--- src/rtl/wth_pkg.sv ---
// ----------------------------------------------------------------------------
// wth_pkg: shared types and constants for the word tokenizer / hash block
// Byte codes, the queue entry handed from front to back, and the hash step.
// ----------------------------------------------------------------------------
package wth_pkg;

  localparam int          MaxLenDef     = 1024;
  localparam int          BucketBitsDef = 20;
  localparam logic [31:0] SeedReset     = 32'd1159241;
  localparam logic [31:0] Mask31        = 32'h7fff_ffff;

  localparam int BucketW = 20;
  localparam int TokLenW = 10;

  // entries in the front/back queue, power of two
  localparam int QueueDepth = 4;

  // control and white-space characters
  localparam logic [7:0] ChNul   = 8'h00;
  localparam logic [7:0] ChTab   = 8'h09;
  localparam logic [7:0] ChLf    = 8'h0A;
  localparam logic [7:0] ChVt    = 8'h0B;
  localparam logic [7:0] ChFf    = 8'h0C;
  localparam logic [7:0] ChCr    = 8'h0D;
  localparam logic [7:0] ChSpace = 8'h20;

  // one queue entry: an optional closed token, then an optional punctuation token
  typedef struct packed {
    logic               has_tok;
    logic [BucketW-1:0] tok_bucket;
    logic [TokLenW-1:0] tok_len;
    logic               has_punct;
    logic [BucketW-1:0] punct_bucket;
  } wth_entry_t;

  function automatic logic is_delim(input logic [7:0] b);
    return (b == ChSpace) || (b == ChTab) || (b == ChLf) || (b == ChNul) ||
           (b == ChVt) || (b == ChFf);
  endfunction

  function automatic logic is_punct(input logic [7:0] b);
    return (b >= 8'h21 && b <= 8'h2F) || (b >= 8'h3A && b <= 8'h40) ||
           (b >= 8'h5B && b <= 8'h60) || (b >= 8'h7B && b <= 8'h7E);
  endfunction

  // shift-add-xor step over the sign-extended byte
  function automatic logic [31:0] mix_byte(input logic [31:0] h, input logic [7:0] b);
    logic [31:0] c;
    c = {{24{b[7]}}, b};
    return h ^ ((h << 5) + c + (h >> 2));
  endfunction

endpackage

--- src/rtl/word_tokenizer_hash_top.sv ---
// A token's result is registered into the queue by the request that closes it and shows on the out_ ports at the head.
// Throughput: one byte request per cycle while the queue is not full; the running hash step is one add/xor per cycle.
// A punctuation byte that closes a token yields two results, popped one at a time;
// a 4-entry queue between front and back absorbs that and out-side stalls.
// Reset (rst_n low, synchronous): seed back to 1159241, no open token, queue empty.
// ----------------------------------------------------------------------------
// word_tokenizer_hash_top: streaming word tokenizer with shift-add-xor hash
// Front classifies bytes and keeps the token hash; back delivers results.
// ----------------------------------------------------------------------------
module word_tokenizer_hash_top
  import wth_pkg::*;
#(
  parameter int MAX_LEN     = MaxLenDef,
  parameter int BUCKET_BITS = BucketBitsDef
) (
  input  logic               clk,
  input  logic               rst_n,
  // seed register
  input  logic               cfg_wr_en,
  input  logic [31:0]        cfg_wr_data,
  // byte requests
  input  logic               push,
  output logic               full,
  input  logic [7:0]         in_byte,
  input  logic               in_end_mark,
  // results
  output logic               empty,
  input  logic               pop,
  output logic [BucketW-1:0] out_bucket,
  output logic [TokLenW-1:0] out_token_length,
  output logic               out_last_result
);

  logic       accept;
  logic       q_wr_en;
  wth_entry_t q_wr_data;
  logic       q_rd_en;
  wth_entry_t q_head;
  logic       q_empty;

  // a request is taken whenever the queue has room; it never waits on the back
  assign accept = push && !full;

  wth_front #(
    .MAX_LEN     (MAX_LEN),
    .BUCKET_BITS (BUCKET_BITS)
  ) u_front (
    .clk         (clk),
    .rst_n       (rst_n),
    .cfg_wr_en   (cfg_wr_en),
    .cfg_wr_data (cfg_wr_data),
    .accept      (accept),
    .in_byte     (in_byte),
    .in_end_mark (in_end_mark),
    .wr_en       (q_wr_en),
    .wr_data     (q_wr_data)
  );

  // entries carry a finished token and/or a punctuation token
  wth_fifo u_fifo (
    .clk     (clk),
    .rst_n   (rst_n),
    .wr_en   (q_wr_en),
    .wr_data (q_wr_data),
    .rd_en   (q_rd_en),
    .rd_data (q_head),
    .full    (full),
    .empty   (q_empty)
  );

  wth_back u_back (
    .clk              (clk),
    .rst_n            (rst_n),
    .head             (q_head),
    .q_empty          (q_empty),
    .q_rd_en          (q_rd_en),
    .pop              (pop),
    .empty            (empty),
    .out_bucket       (out_bucket),
    .out_token_length (out_token_length),
    .out_last_result  (out_last_result)
  );

endmodule

--- src/rtl/wth_front.sv ---
// ----------------------------------------------------------------------------
// wth_front: byte classifier and running hash
// Holds the open token's hash, length and last three bytes; writes one queue
// entry for each request that finishes a token or forms a punctuation token.
// ----------------------------------------------------------------------------
module wth_front
  import wth_pkg::*;
#(
  parameter int MAX_LEN     = MaxLenDef,
  parameter int BUCKET_BITS = BucketBitsDef
) (
  input  logic        clk,
  input  logic        rst_n,
  input  logic        cfg_wr_en,
  input  logic [31:0] cfg_wr_data,
  input  logic        accept,
  input  logic [7:0]  in_byte,
  input  logic        in_end_mark,
  output logic        wr_en,
  output wth_entry_t  wr_data
);

  localparam int               LenW       = $clog2(MAX_LEN);
  localparam logic [LenW-1:0]  Cap        = LenW'(MAX_LEN - 1);
  localparam logic [31:0]      BucketMask = 32'((64'd1 << BUCKET_BITS) - 64'd1);

  logic [31:0]     seed_r;
  logic [LenW-1:0] len_r, len_nxt;
  logic [31:0]     hash_r, hash_nxt;
  logic [31:0]     pfx_r [3];
  logic [7:0]      rec_r [3];
  logic            shift_en;

  logic            closing;
  logic            open_tok;
  logic [31:0]     h0;
  logic [31:0]     tok_hash;
  logic [LenW-1:0] tok_len;

  assign closing  = in_end_mark || is_delim(in_byte);
  assign open_tok = (len_r != '0);
  assign h0       = open_tok ? hash_r : seed_r;

  // cap-trim of a trailing partial UTF-8 character
  always_comb begin
    tok_hash = hash_r;
    tok_len  = len_r;
    if (closing && len_r == Cap && rec_r[0][7]) begin
      if (rec_r[0][7:6] == 2'b11) begin
        tok_hash = pfx_r[0];
        tok_len  = len_r - LenW'(1);
      end else if (rec_r[1][7:5] == 3'b111) begin
        tok_hash = pfx_r[1];
        tok_len  = len_r - LenW'(2);
      end else if (rec_r[2][7:3] == 5'b11110) begin
        tok_hash = pfx_r[2];
        tok_len  = len_r - LenW'(3);
      end
    end
  end

  always_comb begin
    wr_en                = 1'b0;
    wr_data.has_tok      = 1'b0;
    wr_data.tok_bucket   = BucketW'(tok_hash & Mask31 & BucketMask);
    wr_data.tok_len      = TokLenW'(32'(tok_len));
    wr_data.has_punct    = 1'b0;
    wr_data.punct_bucket = BucketW'(mix_byte(seed_r, in_byte) & Mask31 & BucketMask);
    len_nxt              = len_r;
    hash_nxt             = hash_r;
    shift_en             = 1'b0;
    if (accept) begin
      if (closing) begin
        wr_en           = open_tok;
        wr_data.has_tok = open_tok;
        len_nxt         = '0;
      end else if (in_byte == ChCr || len_r == Cap) begin
        // ignored, or dropped past the cap
      end else if (is_punct(in_byte)) begin
        wr_en             = 1'b1;
        wr_data.has_tok   = open_tok;
        wr_data.has_punct = 1'b1;
        len_nxt           = '0;
      end else begin
        shift_en = 1'b1;
        hash_nxt = mix_byte(h0, in_byte);
        len_nxt  = len_r + 1'b1;
      end
    end
  end

  always_ff @(posedge clk) begin
    if (!rst_n) begin
      seed_r <= SeedReset;
      len_r  <= '0;
    end else begin
      if (cfg_wr_en) begin
        seed_r <= cfg_wr_data;
      end
      len_r <= len_nxt;
    end
  end

  always_ff @(posedge clk) begin
    hash_r <= hash_nxt;
    if (shift_en) begin
      pfx_r[2] <= pfx_r[1];
      pfx_r[1] <= pfx_r[0];
      pfx_r[0] <= h0;
      rec_r[2] <= rec_r[1];
      rec_r[1] <= rec_r[0];
      rec_r[0] <= in_byte;
    end
  end

`ifndef SYNTH
  a_len_cap: assert property (@(posedge clk) disable iff (!rst_n) len_r <= Cap)
    else $error("token length beyond cap");
  a_close_clears: assert property (@(posedge clk) disable iff (!rst_n)
    (accept && closing) |=> (len_r == '0))
    else $error("closing request left token open");
`endif

endmodule

--- src/rtl/wth_fifo.sv ---
// ----------------------------------------------------------------------------
// wth_fifo: short entry queue between front and back
// Flop-based, one write and one read per cycle, head visible combinationally.
// ----------------------------------------------------------------------------
module wth_fifo
  import wth_pkg::*;
(
  input  logic       clk,
  input  logic       rst_n,
  input  logic       wr_en,
  input  wth_entry_t wr_data,
  input  logic       rd_en,
  output wth_entry_t rd_data,
  output logic       full,
  output logic       empty
);

  localparam int PtrW = $clog2(QueueDepth);
  localparam int CntW = PtrW + 1;

  wth_entry_t      mem_r [QueueDepth];
  logic [PtrW-1:0] wp_r, rp_r;
  logic [CntW-1:0] cnt_r, cnt_nxt;

  assign full    = (cnt_r == CntW'(QueueDepth));
  assign empty   = (cnt_r == '0);
  assign rd_data = mem_r[rp_r];

  always_comb begin
    cnt_nxt = cnt_r;
    case ({wr_en, rd_en})
      2'b10:   cnt_nxt = cnt_r + 1'b1;
      2'b01:   cnt_nxt = cnt_r - 1'b1;
      default: cnt_nxt = cnt_r;
    endcase
  end

  always_ff @(posedge clk) begin
    if (!rst_n) begin
      wp_r  <= '0;
      rp_r  <= '0;
      cnt_r <= '0;
    end else begin
      if (wr_en) begin
        wp_r <= wp_r + 1'b1;
      end
      if (rd_en) begin
        rp_r <= rp_r + 1'b1;
      end
      cnt_r <= cnt_nxt;
    end
  end

  always_ff @(posedge clk) begin
    if (wr_en) begin
      mem_r[wp_r] <= wr_data;
    end
  end

`ifndef SYNTH
  a_no_overflow: assert property (@(posedge clk) disable iff (!rst_n) !(wr_en && full))
    else $error("write to full queue");
  a_no_underflow: assert property (@(posedge clk) disable iff (!rst_n) !(rd_en && empty))
    else $error("read from empty queue");
  a_ptr_count: assert property (@(posedge clk) disable iff (!rst_n)
    (cnt_r == '0 || cnt_r == CntW'(QueueDepth)) |-> (wp_r == rp_r))
    else $error("queue pointers disagree with count");
`endif

endmodule

--- src/rtl/wth_back.sv ---
// ----------------------------------------------------------------------------
// wth_back: result sequencer
// Emits the queue head as one or two results, token first, then punctuation.
// ----------------------------------------------------------------------------
module wth_back
  import wth_pkg::*;
(
  input  logic               clk,
  input  logic               rst_n,
  input  wth_entry_t         head,
  input  logic               q_empty,
  output logic               q_rd_en,
  input  logic               pop,
  output logic               empty,
  output logic [BucketW-1:0] out_bucket,
  output logic [TokLenW-1:0] out_token_length,
  output logic               out_last_result
);

  logic phase_r, phase_nxt;  // token half of a two-result entry already taken
  logic pair;
  logic show_tok;
  logic taken;

  assign pair     = head.has_tok && head.has_punct;
  assign show_tok = head.has_tok && !phase_r;
  assign taken    = pop && !q_empty;
  assign empty    = q_empty;

  assign out_bucket       = show_tok ? head.tok_bucket : head.punct_bucket;
  assign out_token_length = show_tok ? head.tok_len : TokLenW'(1);
  assign out_last_result  = !(show_tok && head.has_punct);

  always_comb begin
    q_rd_en   = 1'b0;
    phase_nxt = phase_r;
    if (taken) begin
      if (pair && !phase_r) begin
        phase_nxt = 1'b1;
      end else begin
        phase_nxt = 1'b0;
        q_rd_en   = 1'b1;
      end
    end
  end

  always_ff @(posedge clk) begin
    if (!rst_n) begin
      phase_r <= 1'b0;
    end else begin
      phase_r <= phase_nxt;
    end
  end

`ifndef SYNTH
  a_phase_pair: assert property (@(posedge clk) disable iff (!rst_n)
    phase_r |-> (!q_empty && pair))
    else $error("second half pending without a two-result entry");
`endif

endmodule
--- config.mk ---
export PLATFORM = sky130hd
export DESIGN_NAME = word_tokenizer_hash_top
export DESIGN_NICKNAME = d
export VERILOG_FILES = /design/src/rtl/wth_pkg.sv /design/src/rtl/word_tokenizer_hash_top.sv /design/src/rtl/wth_front.sv /design/src/rtl/wth_fifo.sv /design/src/rtl/wth_back.sv
export SDC_FILE = /design/constraint.sdc
export NUM_CORES = 1
export LEC_CHECK = 0
export BUFFER_PORTS_ARGS = -buffer_cell sky130_fd_sc_hd__buf_2
export CELL_PAD_IN_SITES_DETAIL_PLACEMENT = 1
export CELL_PAD_IN_SITES_GLOBAL_PLACEMENT = 1
export CORE_UTILIZATION = 45
export DETAILED_ROUTE_END_ITERATION = 8
export PLACE_DENSITY_LB_ADDON = 0.1
export SLEW_MARGIN = 10
export SYNTH_ARGS = -nofsm -noshare
export SYNTH_HDL_FRONTEND = slang
export SYNTH_SLANG_ARGS = --single-unit
--- constraint.sdc ---
create_clock -name clk -period 23.3 [get_ports clk]
set_input_delay 1.165 -clock clk [delete_from_list [all_inputs] [get_ports clk]]
set_output_delay 1.165 -clock clk [all_outputs]
set_load 0.1 [all_outputs]
==> Word-level counts from Yosys, hierarchy flattened <==
Memory sizes are Yosys's and may differ from the RTL's. A register that Yosys moved wholly into a read port is not among the register bits.
Cells that the tools add are included.
{ "word_totals": {"ff_bits": 82, "latch_bits": 0, "ramBits": 328, "mem_bits_ro": 0, "inputBits": 46, "word_cells": 119, "n_memories": 3} }
{ "classes": {"n_addsub": 12, "multipliers": 0, "div_mod_pow": 0, "n_lt_le_gt_ge": 8, "n_eq_ne": 14, "shift": 0, "mux": 38, "n_bitwise": 5, "reduce_logical": 32} }
{ "mem_list": {"columns": ["memory", "depth", "width", "rd", "rd_clocked_by_memory_dff", "write_ports", "line_no", "source"], "rows": [
  ["u_fifo.mem_r", 4, 52, 1, 1, 1, "wth_fifo.sv:21", "wth_entry_t mem_r [QueueDepth];"],
  ["u_front.pfx_r", 3, 32, 3, 0, 3, "wth_front.sv:30", "logic [31:0] pfx_r [3];"],
  ["u_front.rec_r", 3, 8, 3, 0, 3, "wth_front.sv:31", "logic [7:0] rec_r [3];"]
]} }
{ "op_table": {"columns": ["cell", "count"], "rows": [
  ["2-to-1 mux 20 bit", 5],
  ["2-to-1 mux 10 bit", 8],
  ["adder 20 bit", 2],
  ["equality test 8 x 4 -> 1 bit (second input constant)", 5],
  ["adder 32 x 30 -> 32 bit", 1],
  ["adder 32 bit", 1],
  ["2-to-1 mux 32 bit", 1],
  ["bitwise XOR 32 bit", 1],
  ["less-or-equal comparator 8 x 7 -> 1 bit (second input constant)", 3],
  ["2-to-1 mux 1 bit", 21],
  ["subtractor 10 x 2 -> 10 bit (second input constant)", 2],
  ["bitwise XOR 20 bit", 1],
  [">= comparator 8 x 6 -> 1 bit (second input constant)", 2],
  [">= comparator 8 x 7 -> 1 bit (second input constant)", 2],
  ["logical AND 1 bit", 12],
  ["adder 10 x 1 -> 10 bit (second input constant)", 1],
  ["equality test 10 bit (second input constant)", 1],
  ["logical OR 1 bit", 10],
  ["nonzero test 10 bit", 1],
  ["subtractor 10 x 1 -> 10 bit (second input constant)", 1],
  ["equality test 8 x 6 -> 1 bit (second input constant)", 1],
  ["less-or-equal comparator 8 x 6 -> 1 bit (second input constant)", 1],
  ["logical NOT 8 bit", 1],
  ["equality test 3 bit (second input constant)", 2],
  ["other kinds (15)", 23]
]} }

==> Longest topological paths before layout <==
Gate-level depths: netlist of the first run.
{ "depth": {"word_depth": 11, "depth_mapped": 17, "mapped_depth_nobuf": 14} }

==> Cells and area by module <==
From an unflattened synthesis of the first run, not the netlist that was laid out.
{ "unflattened": {"cells_unflattened": 1369, "area_unflattened_um2": 19073.3} }
{ "modules_own_cells": {"columns": ["mod", "n_inst", "cells_each", "area_per_inst_um2", "seq_area_each_um2"], "rows": [
  ["wth_front", 1, 1007, 10567.6, 4053.9],
  ["wth_fifo", 1, 318, 8015.2, 6426.2],
  ["wth_back", 1, 43, 476.7, 20.0],
  ["word_tokenizer_hash_top", 1, 1, 13.8, 0.0]
]} }

==> Worst setup path after synthesis of the first run <==
OpenSTA, ideal clock, no wires.
{ "synth_path": {"path_type": "input-to-reg", "start": "input port in_byte[2]", "end": "memory u_front.pfx_r[0][0] (enable)", "setup_time_ns": 0.616, "arrival_time_ns": 7.482, "required_time_ns": 22.684, "path_slack_ns": 15.202, "path_stages": 5, "path_cell_list": "nor3_1 and4b_4 or3_1 buf_2 nor3b_1"} }
{ "synth_rtl": {"columns": ["element", "line_no", "source"], "rows": [
  ["start: declaration", "word_tokenizer_hash_top.sv:24", "input logic [7:0] in_byte,"],
  ["end: declaration", "wth_front.sv:30", null]
]} }

==> Worst setup path after layout of the first run <==
{ "layout_path": {"start": "input port in_byte[7]", "end": "register u_front.hash_r[28], data pin"} }
{ "layout_between": {"elab_chain_len": 3} }
{ "layout_lines": {"columns": ["element", "line_no", "source"], "rows": [
  ["adder 32 bit", "wth_pkg.sv:50", "return h ^ ((h << 5) + c + (h >> 2));"],
  ["adder 32 x 30 -> 32 bit", "wth_pkg.sv:50", null],
  ["bitwise XOR 32 bit", "wth_pkg.sv:50", null],
  ["end signal: assignment", "wth_front.sv:105", "hash_r <= hash_nxt;"],
  ["end: declaration", "wth_front.sv:29", "logic [31:0] hash_r, hash_nxt;"]
]} }
No other way between the ends.
A chain may end at the register's enable or synchronous reset.

==> results.cfg, run 1 <==
[sta]
worst_pin_slew_ns = 1.06
tns_ns = 0
clock_skew_ns = 0.0209
rsz0062_at_grt = false
hold_ws_ns = 0.418
max_slew_margin = 0.284
fin_crit_ns = 5.54
fmax_ghz = 0.180
setup-violations-final = 0
hold_viol = 0
drv_slew = 0
fin_crit_sh = 0.238

[synthesis]
yosysWarningCount = 0
synth_fp_nets = 1594
synth_most_common_cell = edfxtp_1
syn_avg_cell_area_sq_um = 13.4
synthFlopType = edfxtp_1
synthArstFlopShare = 0
yosysSeqAreaShare = 0.546
ys_ff_latch = 367
synth_top_area_share = 0.491
synth_area_leaders = edfxtp_1 49%, mux4_2 6.1%, dfxtp_1 5.4%
synth_top_cell_by_area = edfxtp_1
synth_enable_flop_cells = 315
netlist_area_sq_um = 19200
netlist_instances = 1436
netlist_top_cells_count = 315 x edfxtp_1, 89 x xnor2_1, 88 x inv_1
synth_cell_types = 71

[placed_design]
gp_congestion = 0.879
place.port_buffers = 78
dp_hpwl_mm = 33.7

[clocking]
cts_setup_buffers = 0
worstSkewPairLatency_ns = 0.57
clockBufferDepth = 3
clkSlewWorstSetupHoldPaths_ns = 0.06
cts_tree = built
cts-root-buf = clkbuf_16
cts_hold_buf = 0
htreeDepth = 2
numCtsBuffers = 40
cts_resized = 0
clkSinkCount = 367

[worst_setup_path]
criticalPathCategory = primary input to flip-flop
worstSetupStartpointType = primary input
critPathBufInv = 4
critPathCaptureType = flip-flop
critPathMaxFanout = 25
cpLargestDelayFamily = buffers and inverters
arrival_ns = 5.85
cp.required_ns = 23.60
slowest_stage = clkinv_1
worst_path_largest_cell_delay_ns = 1.01
cp_cell_sequence = buf_2, buf_4, clkinv_1, fa_1, inv_1, ha_1, a21oi_1, nand2_1, a221oi_1, nor3_1, a2111oi_2, xnor3_1

[cells_and_area]
final_nets = 1663
drive_gt1_frac = 0.169
area_growth_pct = 11.3

[detailed_routing]
drtIter0Drc = 729
dr.pass1.iters = 4
vias_per_cell = 5.64
drt-wirelength-per-cell_um = 22.7
ant_nets = 0
drc = 0
num_vias = 11700
totalWireLength_mm = 47.1

[power_and_ir_drop]
power_mw = 2.12
pwr-share-seq = 0.391
ir_drop_mv = 0.0540
powerDensity_nw_per_um2 = 99.1
p_comb_frac = 0.320
netSwitchingFraction = 0.342
intPower_mw = 1.40
power.leakage_nw = 7.78
clock_power_share = 0.289
p_switching_mw = 0.726

[global_route]
grt_pass1_vias = 12100
grt_pass1_wl_mm = 72.6
grt_max_degree = 76
grt_util_all_layers = 0.220
grt_antenna_before_repair = 1
grt_overflow = 0

[floorplanning]
ios = 79
die-height_um = 209
rows = 75
start_util = 0.458
fp.coreArea_sq_um = 42000
die_w_um = 209
die_area_sq_um = 43600

[run]
maxCapViolCount = 0

[status]
status = finished, final reports clean

[worst_hold_path]
hp-class = flip-flop to flip-flop
==> kinds of logic (layout without fill, tap and decap cells) <==
logic type                 after synthesis  count (layout)  share of synthesized area
buffers and inverters                  154             253                     0.0327
other                                    0               1                          0
adders and majority gates              112             112                     0.0888
xor gates and xnor gates               117             117                     0.0540
muxes                                  168             168                      0.124
AOI/OAI and AO/OA                      243             243                     0.0831
and+or+nand+nor                        275             275                     0.0716
DFF                                    367             367                      0.546
==> layout by cell type (no fill, tap or decap), types with 5 or more instances in the layout <==
| master | count |
|---|---|
| nor2b_1 | 32 |
| mux2i_1 | 83 |
| o211ai_1 | 5 |
| xnor2_1 | 89 |
| and3_1 | 5 |
| o21ai_0 | 60 |
| edfxtp_1 | 315 |
| nand3_1 | 17 |
| nor2_1 | 57 |
| nand2b_1 | 8 |
| mux2_2 | 26 |
| a21oi_1 | 69 |
| a211oi_1 | 39 |
| fa_1 | 41 |
| nand4_1 | 12 |
| ha_1 | 71 |
| buf_4 | 15 |
| a31oi_1 | 6 |
| clkinv_1 | 7 |
| and2_1 | 21 |
| mux2i_2 | 7 |
| buf_2 | 78 |
| nor3_1 | 16 |
| o21a_1 | 7 |
| a21o_1 | 18 |
| nand2_1 | 78 |
| dfxtp_1 | 51 |
| xor2_1 | 27 |
| mux4_2 | 52 |
| clkbuf_16 | 41 |
| clkbuf_1 | 9 |
| inv_1 | 87 |
==> power groups by stage <==
stage | clock network, mW | logic [mW] | registers (mW)
2_1_floorplan | 0 | 0.520 | 0.831
3_3_place_gp | 0 | 0.665 | 0.842
3_5_place_dp | 0 | 0.679 | 0.845
4_1_cts | 0.628 | 0.682 | 0.831
5_1_grt | 0.650 | 0.745 | 0.835
6_report | 0.613 | 0.679 | 0.831
==> stage by stage <==
step                      area (sq um)   util  worst slack (ns)  instances
after global routing             21400  0.510             17.23       2074
after detailed placement         20200  0.479             17.61       2002
after floorplan                  19200      -             15.20       1436
after CTS                        21400  0.510             18.07       2074
final                            21400  0.510             17.76       2075
after global placement           20200  0.479             17.79       2002
==> sequential cells by signal (all words and copies together) (netlist names), named ones only <==
name and cells:
u_fifo.mem_r 208, u_front.pfx_r 60, u_front.hash_r 32, u_front.seed_r 32, u_front.rec_r 15, u_front.len_r 10
u_fifo.cnt_r 3, u_fifo.rp_r 2, u_fifo.wp_r 2, u_back.phase_r 1
==> path summary, 6_finish.rpt <==
check                                         to  cells after the start  slack (ns)                          start
setup / recovery    u_front.hash_r[28]$_DFFE_PP_                     12       17.76                     in_byte[7]
hold / removal    u_front.rec_r[0][12]$_DFFE_PP_                      0        0.42  u_front.rec_r[0][4]$_DFFE_PP_
setup reg to reg    u_front.hash_r[28]$_DFFE_PP_                     14       18.05  u_front.len_r[1]$_SDFFE_PN0P_
hold reg to reg   u_front.rec_r[0][12]$_DFFE_PP_                      0        0.42  u_front.rec_r[0][4]$_DFFE_PP_
==> routing by layer <==
metal  GRT usage  part of all wire  vias to the layer above
met5           0                 0                        -
met4      0.0499             0.015                        0
met3      0.0310             0.035                       49
met2       0.342              0.46                      182
met1       0.326              0.49                     5984
li1            -                 -                     5479
==> area by class of cell <==
cell class / count / area [sq um]
Multi-Input combinational cell: 915 / 8150
Clock buffer: 53 / 1100
Fill cell: 4221 / 20600
Timing Repair Buffer: 93 / 503
Inverter: 88 / 330
Antenna cell: 1 / 2.50
Tap cell: 539 / 674
Sequential cell: 367 / 10500
Clock inverter: 19 / 164
==> worst register-to-register path: stages (launching register included) <==
cell	delay [ns]
dfxtp_1	0.49
inv_1	0.13
ha_1	0.22
nand4b_1	0.10
buf_4	0.63
mux2i_1	0.77
fa_1	0.53
inv_1	0.07
ha_1	0.31
a21oi_1	0.24
o21ai_0	0.16
a221oi_1	0.56
nor3_1	0.14
a2111oi_2	0.37
xnor3_1	0.26
Note: power is estimated with default switching activity, not from simulation.
==> run 2, diff against run 1 <==
==> constraint.sdc (replaced) <==
create_clock -name clk -period 5.3 [get_ports clk]
set_input_delay 0.265 -clock clk [delete_from_list [all_inputs] [get_ports clk]]
set_output_delay 0.265 -clock clk [all_outputs]
set_load 0.1 [all_outputs]
==> results.cfg, run 2 (synthesis gave the netlist of run 1 again) <==
[clocking]
cts_resized = 0
clockBufferDepth = 3
clkSlewWorstSetupHoldPaths_ns = 0.06
worstSkewPairLatency_ns = 0.56
htreeDepth = 2
cts_tree = built
clkSinkCount = 367
cts_setup_buffers = 0
cts-root-buf = clkbuf_16
numCtsBuffers = 41

[cells_and_area]
drive_gt1_frac = 0.169
utilization = 0.519
reg_top3 = u_fifo.mem_r: 208 flops, u_front.pfx_r: 60 flops
n_fill_cell = 4216
regMostFlops = u_fifo.mem_r
largest_reg_flops = 208
final_common_cell = edfxtp_1
final_nets = 1705
diodes = 0
layout_common_cells = 315 x edfxtp_1, 89 x xnor2_1, 88 x inv_1
fin_cells = 2116
area_growth_pct = 13.4

[worst_setup_path]
critPathCaptureType = flip-flop
worstSetupStartpointType = flip-flop
arrival_ns = 4.90
worst-r2r-cell-count = 14
criticalPathCategory = flip-flop to flip-flop
cp.required_ns = 5.60
critPathMaxFanout = 46

[global_route]
grt_antenna_before_repair = 0
grt_pass1_vias = 12500
grt_overflow = 0
grt_util_all_layers = 0.227
grt_pass1_wl_mm = 75.0
grt_max_degree = 76

[sta]
fin_crit_ns = 4.60
max_slew_margin = 0.227
setup-violations-final = 0
hold_viol = 0
drv_slew = 0
fmax_ghz = 0.218
hold_ws_ns = 0.0884
clock_skew_ns = 0.0261
fin_crit_sh = 0.867
worst_pin_slew_ns = 1.16
rsz0062_at_grt = false
tns_ns = 0

[run]
maxCapViolCount = 0

[power_and_ir_drop]
ir_drop_mv = 0.209
power.leakage_nw = 7.94
powerDensity_nw_per_um2 = 429
power_mw = 9.35

[detailed_routing]
drtIter0Drc = 725
ant_nets = 0
totalWireLength_mm = 48.5
drt-wirelength-per-cell_um = 22.9
drc = 0
vias_per_cell = 5.60
dr.pass1.iters = 5
num_vias = 11900

[placed_design]
gp_congestion = 0.842
place.port_buffers = 78
dp_hpwl_mm = 34.0
place_inst = 2011

[floorplanning]
fp.coreArea_sq_um = 42000
ios = 79
rows = 75
start_util = 0.458
die-height_um = 209
die_area_sq_um = 43600
die_w_um = 209

[status]
status = finished, final reports clean

[worst_hold_path]
hp-class = primary input to flip-flop
whs_path_depth = 1
==> run 2: cell count changes in the layout (fill, tap and decap cells not counted), sizes merged <==
cell / previous run / this run
buf: 93 / 102
clkbuf: 53 / 59
clkinv: 14 / 12
clkinvlp: 0 / 1
diode: 1 / 0
dlygate4sd3: 0 / 32
inv: 92 / 88
==> run 2: critical path, stage by stage (launching register included) <==
cell and delay, ns:
dfxtp_1 0.47, inv_1 0.13, ha_1 0.22, nand4b_1 0.14
buf_12 0.31, mux2i_1 0.47, fa_1 0.50, inv_1 0.07
ha_1 0.31, and4_1 0.26, and2_1 0.16, a221oi_1 0.47
nor3_1 0.13, a2111oi_2 0.36, xnor3_1 0.26
==> run 2: through the flow <==
stage	cell area, sq um	worst slack [ns]
after CTS	21800	0.690
final	21800	0.704
after detailed placement	20200	0.700
after global placement	20200	0.832
after global routing	21800	0.382
after floorplan	19300	0.382
==> run 2: what timing repair did <==
action | 4_1_cts | 5_1_grt
hold endpoints to repair | 32 | 0
hold buffers | 32 | 0
endpoints found under the setup margin | 0 | 0
==> run 2: routing by layer <==
layer | share of wire | vias up | global-route usage
met2 | 0.46 | 155 | 0.360
met5 | 0 | - | 0
met1 | 0.49 | 6096 | 0.331
met3 | 0.032 | 50 | 0.0331
met4 | 0.017 | 0 | 0.0522
li1 | - | 5551 | -
==> run 2: cell type report <==
| type | instances | area [sq um] | area share |
|---|---|---|---|
| inverters | 88 | 330 | 0.0151 |
| multi-input cells | 915 | 8160 | 0.374 |
| clock buffers | 59 | 1150 | 0.0529 |
| flip-flops and latches | 367 | 10500 | 0.481 |
| well taps | 539 | 674 | 0.0309 |
| clock inverters | 14 | 93.8 | 0.00430 |
| repair buffers | 134 | 903 | 0.0414 |
==> run 2: path summary, 6_finish.rpt <==
kind,startpoint,end,slack [ns]
worst max-delay path,u_front.len_r[1]$_SDFFE_PN0P_,u_front.hash_r[28]$_DFFE_PP_,0.70
worst min-delay path,in_byte[5],u_front.rec_r[0][5]$_DFFE_PP_,0.09
worst max register to register,u_front.len_r[1]$_SDFFE_PN0P_,u_front.hash_r[28]$_DFFE_PP_,0.70
worst min register to register,u_front.rec_r[0][5]$_DFFE_PP_,u_front.rec_r[0][13]$_DFFE_PP_,0.42
==> run 2: where the power goes <==
group	total (mW)	internal [mW]	switching, mW
Combinational	3.01	1.12	1.89
Clock	2.69	1.56	1.13
Sequential	3.66	3.52	0.136
Total	9.35	6.20	3.16
==> run 3, diff against run 2 <==
--- a/config.mk
+++ b/config.mk
@@ -5,6 +5,7 @@
 export SDC_FILE = /design/constraint.sdc
 export NUM_CORES = 1
 export LEC_CHECK = 0
+export ABC_AREA = 1
 export BUFFER_PORTS_ARGS = -buffer_cell sky130_fd_sc_hd__buf_2
 export CELL_PAD_IN_SITES_DETAIL_PLACEMENT = 1
 export CELL_PAD_IN_SITES_GLOBAL_PLACEMENT = 1
==> results.cfg, run 3 <==
[power_and_ir_drop]
powerDensity_nw_per_um2 = 691
power.leakage_nw = 9.05
ir_drop_mv = 0.532
power_mw = 15.6

[floorplanning]
ios = 79
start_util = 0.460
die_area_sq_um = 45200
rows = 76
die_w_um = 212
die-height_um = 212
fp.coreArea_sq_um = 43400

[cells_and_area]
drive_gt1_frac = 0.112
largest_reg_flops = 208
final_nets = 2333
final_common_cell = nor2_1
reg_top3 = u_fifo.mem_r: 208 flops, u_front.pfx_r: 60 flops
layout_common_cells = 348 x nor2_1, 315 x edfxtp_1, 306 x nand2_1
fin_cells = 2789
area_growth_pct = 13.2
n_fill_cell = 4908
regMostFlops = u_fifo.mem_r
final_cell_area_sq_um = 22600
diodes = 0

[synthesis]
synthFlopType = edfxtp_1
synth_fp_nets = 2235
synthArstFlopShare = 0
synth_top_area_share = 0.474
netlist_area_sq_um = 19900
synth_area_leaders = edfxtp_1 47%, nor2_1 6.6%, nand2_1 5.8%
yosysSeqAreaShare = 0.527
synth-adder-area-share = 0.0857
synth_enable_flop_cells = 315
synth_cell_types = 52
synth_most_common_cell = nor2_1
netlist_top_cells_count = 352 x nor2_1, 315 x edfxtp_1, 306 x nand2_1
synth_top_family_by_area = simple AND/OR/NAND/NOR gates
syn_avg_cell_area_sq_um = 9.60
synth-xor-area-share = 0.0435
synthMuxAreaShare = 0
yosysWarningCount = 0
netlist_instances = 2077
synth_simple_gate_area_share = 0.166
ys_ff_latch = 367
synth_top_cell_by_area = edfxtp_1
synth-compound-area-share = 0.120

[worst_hold_path]
hp-class = primary input to flip-flop

[sta]
hold_ws_ns = 0.0295
drv_slew = 0
worst_pin_slew_ns = 0.940
hold_viol = 0
fin_crit_ns = 4.84
tns_ns = 0
setup-violations-final = 0
max_slew_margin = 0.369
clock_skew_ns = 0.0134
fmax_ghz = 0.207
rsz0062_at_grt = false
fin_crit_sh = 0.913

[worst_setup_path]
cp.required_ns = 5.61
critPathCaptureType = flip-flop
arrival_ns = 5.15
critPathMaxFanout = 25
worstSetupStartpointType = flip-flop
criticalPathCategory = flip-flop to flip-flop

[detailed_routing]
drtIter0Drc = 1011
drc = 0
routed-wl-met3_mm = 2.39
num_vias = 15200
topRoutingLayerUsed = met4
vias_per_cell = 5.47
totalWireLength_mm = 61.0
route.met2.wl_mm = 30.2
dr.pass1.iters = 6
ant_nets = 0
drt-wirelength-per-cell_um = 21.9
drt-met1-wl_mm = 26.2

[global_route]
grt_overflow = 0
grt_max_degree = 91
grt_util_all_layers = 0.278
grt_pass1_vias = 16100
grt_pass1_wl_mm = 93.2
grt_antenna_before_repair = 0

[clocking]
numCtsBuffers = 41
htreeDepth = 2
clkSlewWorstSetupHoldPaths_ns = 0.06
cts_tree = built
worstSkewPairLatency_ns = 0.56
clockBufferDepth = 3
clkSinkCount = 367
cts_setup_buffers = 0
cts-root-buf = clkbuf_16
cts_resized = 0

[status]
status = finished, final reports clean

[placed_design]
postPlaceCellArea_sq_um = 21000
gp_congestion = 0.918
dp_hpwl_mm = 43.8
place.port_buffers = 78
place_inst = 2687

[run]
maxCapViolCount = 0
-- run 3: changes by cell type in the layout (fill, tap and decap cells not counted), moves of 38 or more --
cell,change
o21ai_0,+130
mux2i_1,-83
mux4_2,-52
nand3_1,+54
a211oi_1,-38
xnor2_1,-60
nand2_1,+228
nor2_1,+291
inv_1,+117
-- run 3: area by class of cell --
type	count	area, sq um	share of cell area
Timing Repair Buffer	131	926	0.0410
Clock inverter	17	119	0.00527
Sequential cell	367	10500	0.466
Multi-Input combinational cell	1420	8340	0.370
Inverter	214	805	0.0357
Tap cell	585	732	0.0324
Clock buffer	55	1140	0.0505
-- run 3: worst max-delay path, cell delays in order (launching register included) --
cell and delay, ns:
dfxtp_1 0.35, inv_1 0.20, ha_1 0.22, inv_1 0.06, nor2_1 0.11, nand3_2 0.10, nor2_4 0.58, buf_4 0.40
o21ai_0 0.14, fa_1 0.50, inv_1 0.05, ha_1 0.37, a21oi_1 0.29, a21boi_0 0.62, nand2_1 0.16, nand2_1 0.08
and2_0 0.15, nand3_1 0.09, nand2_1 0.08, inv_1 0.04
-- run 3: what timing repair did --
| item | CTS | global route |
|---|---|---|
| setup endpoints to repair | 0 | 0 |
| hold buffers | 30 | 0 |
| hold endpoints to repair | 30 | 0 |
-- run 3: worst paths after layout --
kind / start / endpoint / slack [ns] / depth (start not counted)
worst max-delay path: u_front.len_r[1]$_SDFFE_PN0P_ / u_front.hash_r[26]$_DFFE_PP_ / 0.46 / 19
worst min-delay path: cfg_wr_data[14] / u_front.seed_r[14]$_SDFFE_PN0P_ / 0.03 / 3
worst max register to register: u_front.len_r[1]$_SDFFE_PN0P_ / u_front.hash_r[26]$_DFFE_PP_ / 0.46 / 19
worst min register to register: u_front.rec_r[0][3]$_DFFE_PP_ / u_front.rec_r[0][11]$_DFFE_PP_ / 0.42 / 0
-- run 3: kinds of logic after synthesis --
kind of cell	count (synthesis)
flops	367
simple gates	800
buf+inv	290
xor+xnor	94
fa+ha+maj	112
compound gates	414
-- run 3: stage by stage --
step | utilization | setup WS, ns
after floorplan | - | 1.08
after global placement | 0.484 | 0.533
after detailed placement | 0.484 | 0.492
after CTS | 0.520 | 0.463
after global routing | 0.520 | 0.134
final | 0.520 | 0.462
-- run 3: report_power, final --
group,leakage (nW),switching [mW],internal (mW)
Clock,0.614,1.15,1.55
Sequential,3.32,0.285,3.98
Combinational,5.11,6.19,2.42
Total,9.05,7.63,7.96
-- run 3: routing by layer --
metal	global-route usage	vias to the layer above
met1	0.348	7641
li1	-	7212
met5	0	-
met3	0.0388	103
met2	0.487	291
met4	0.105	0
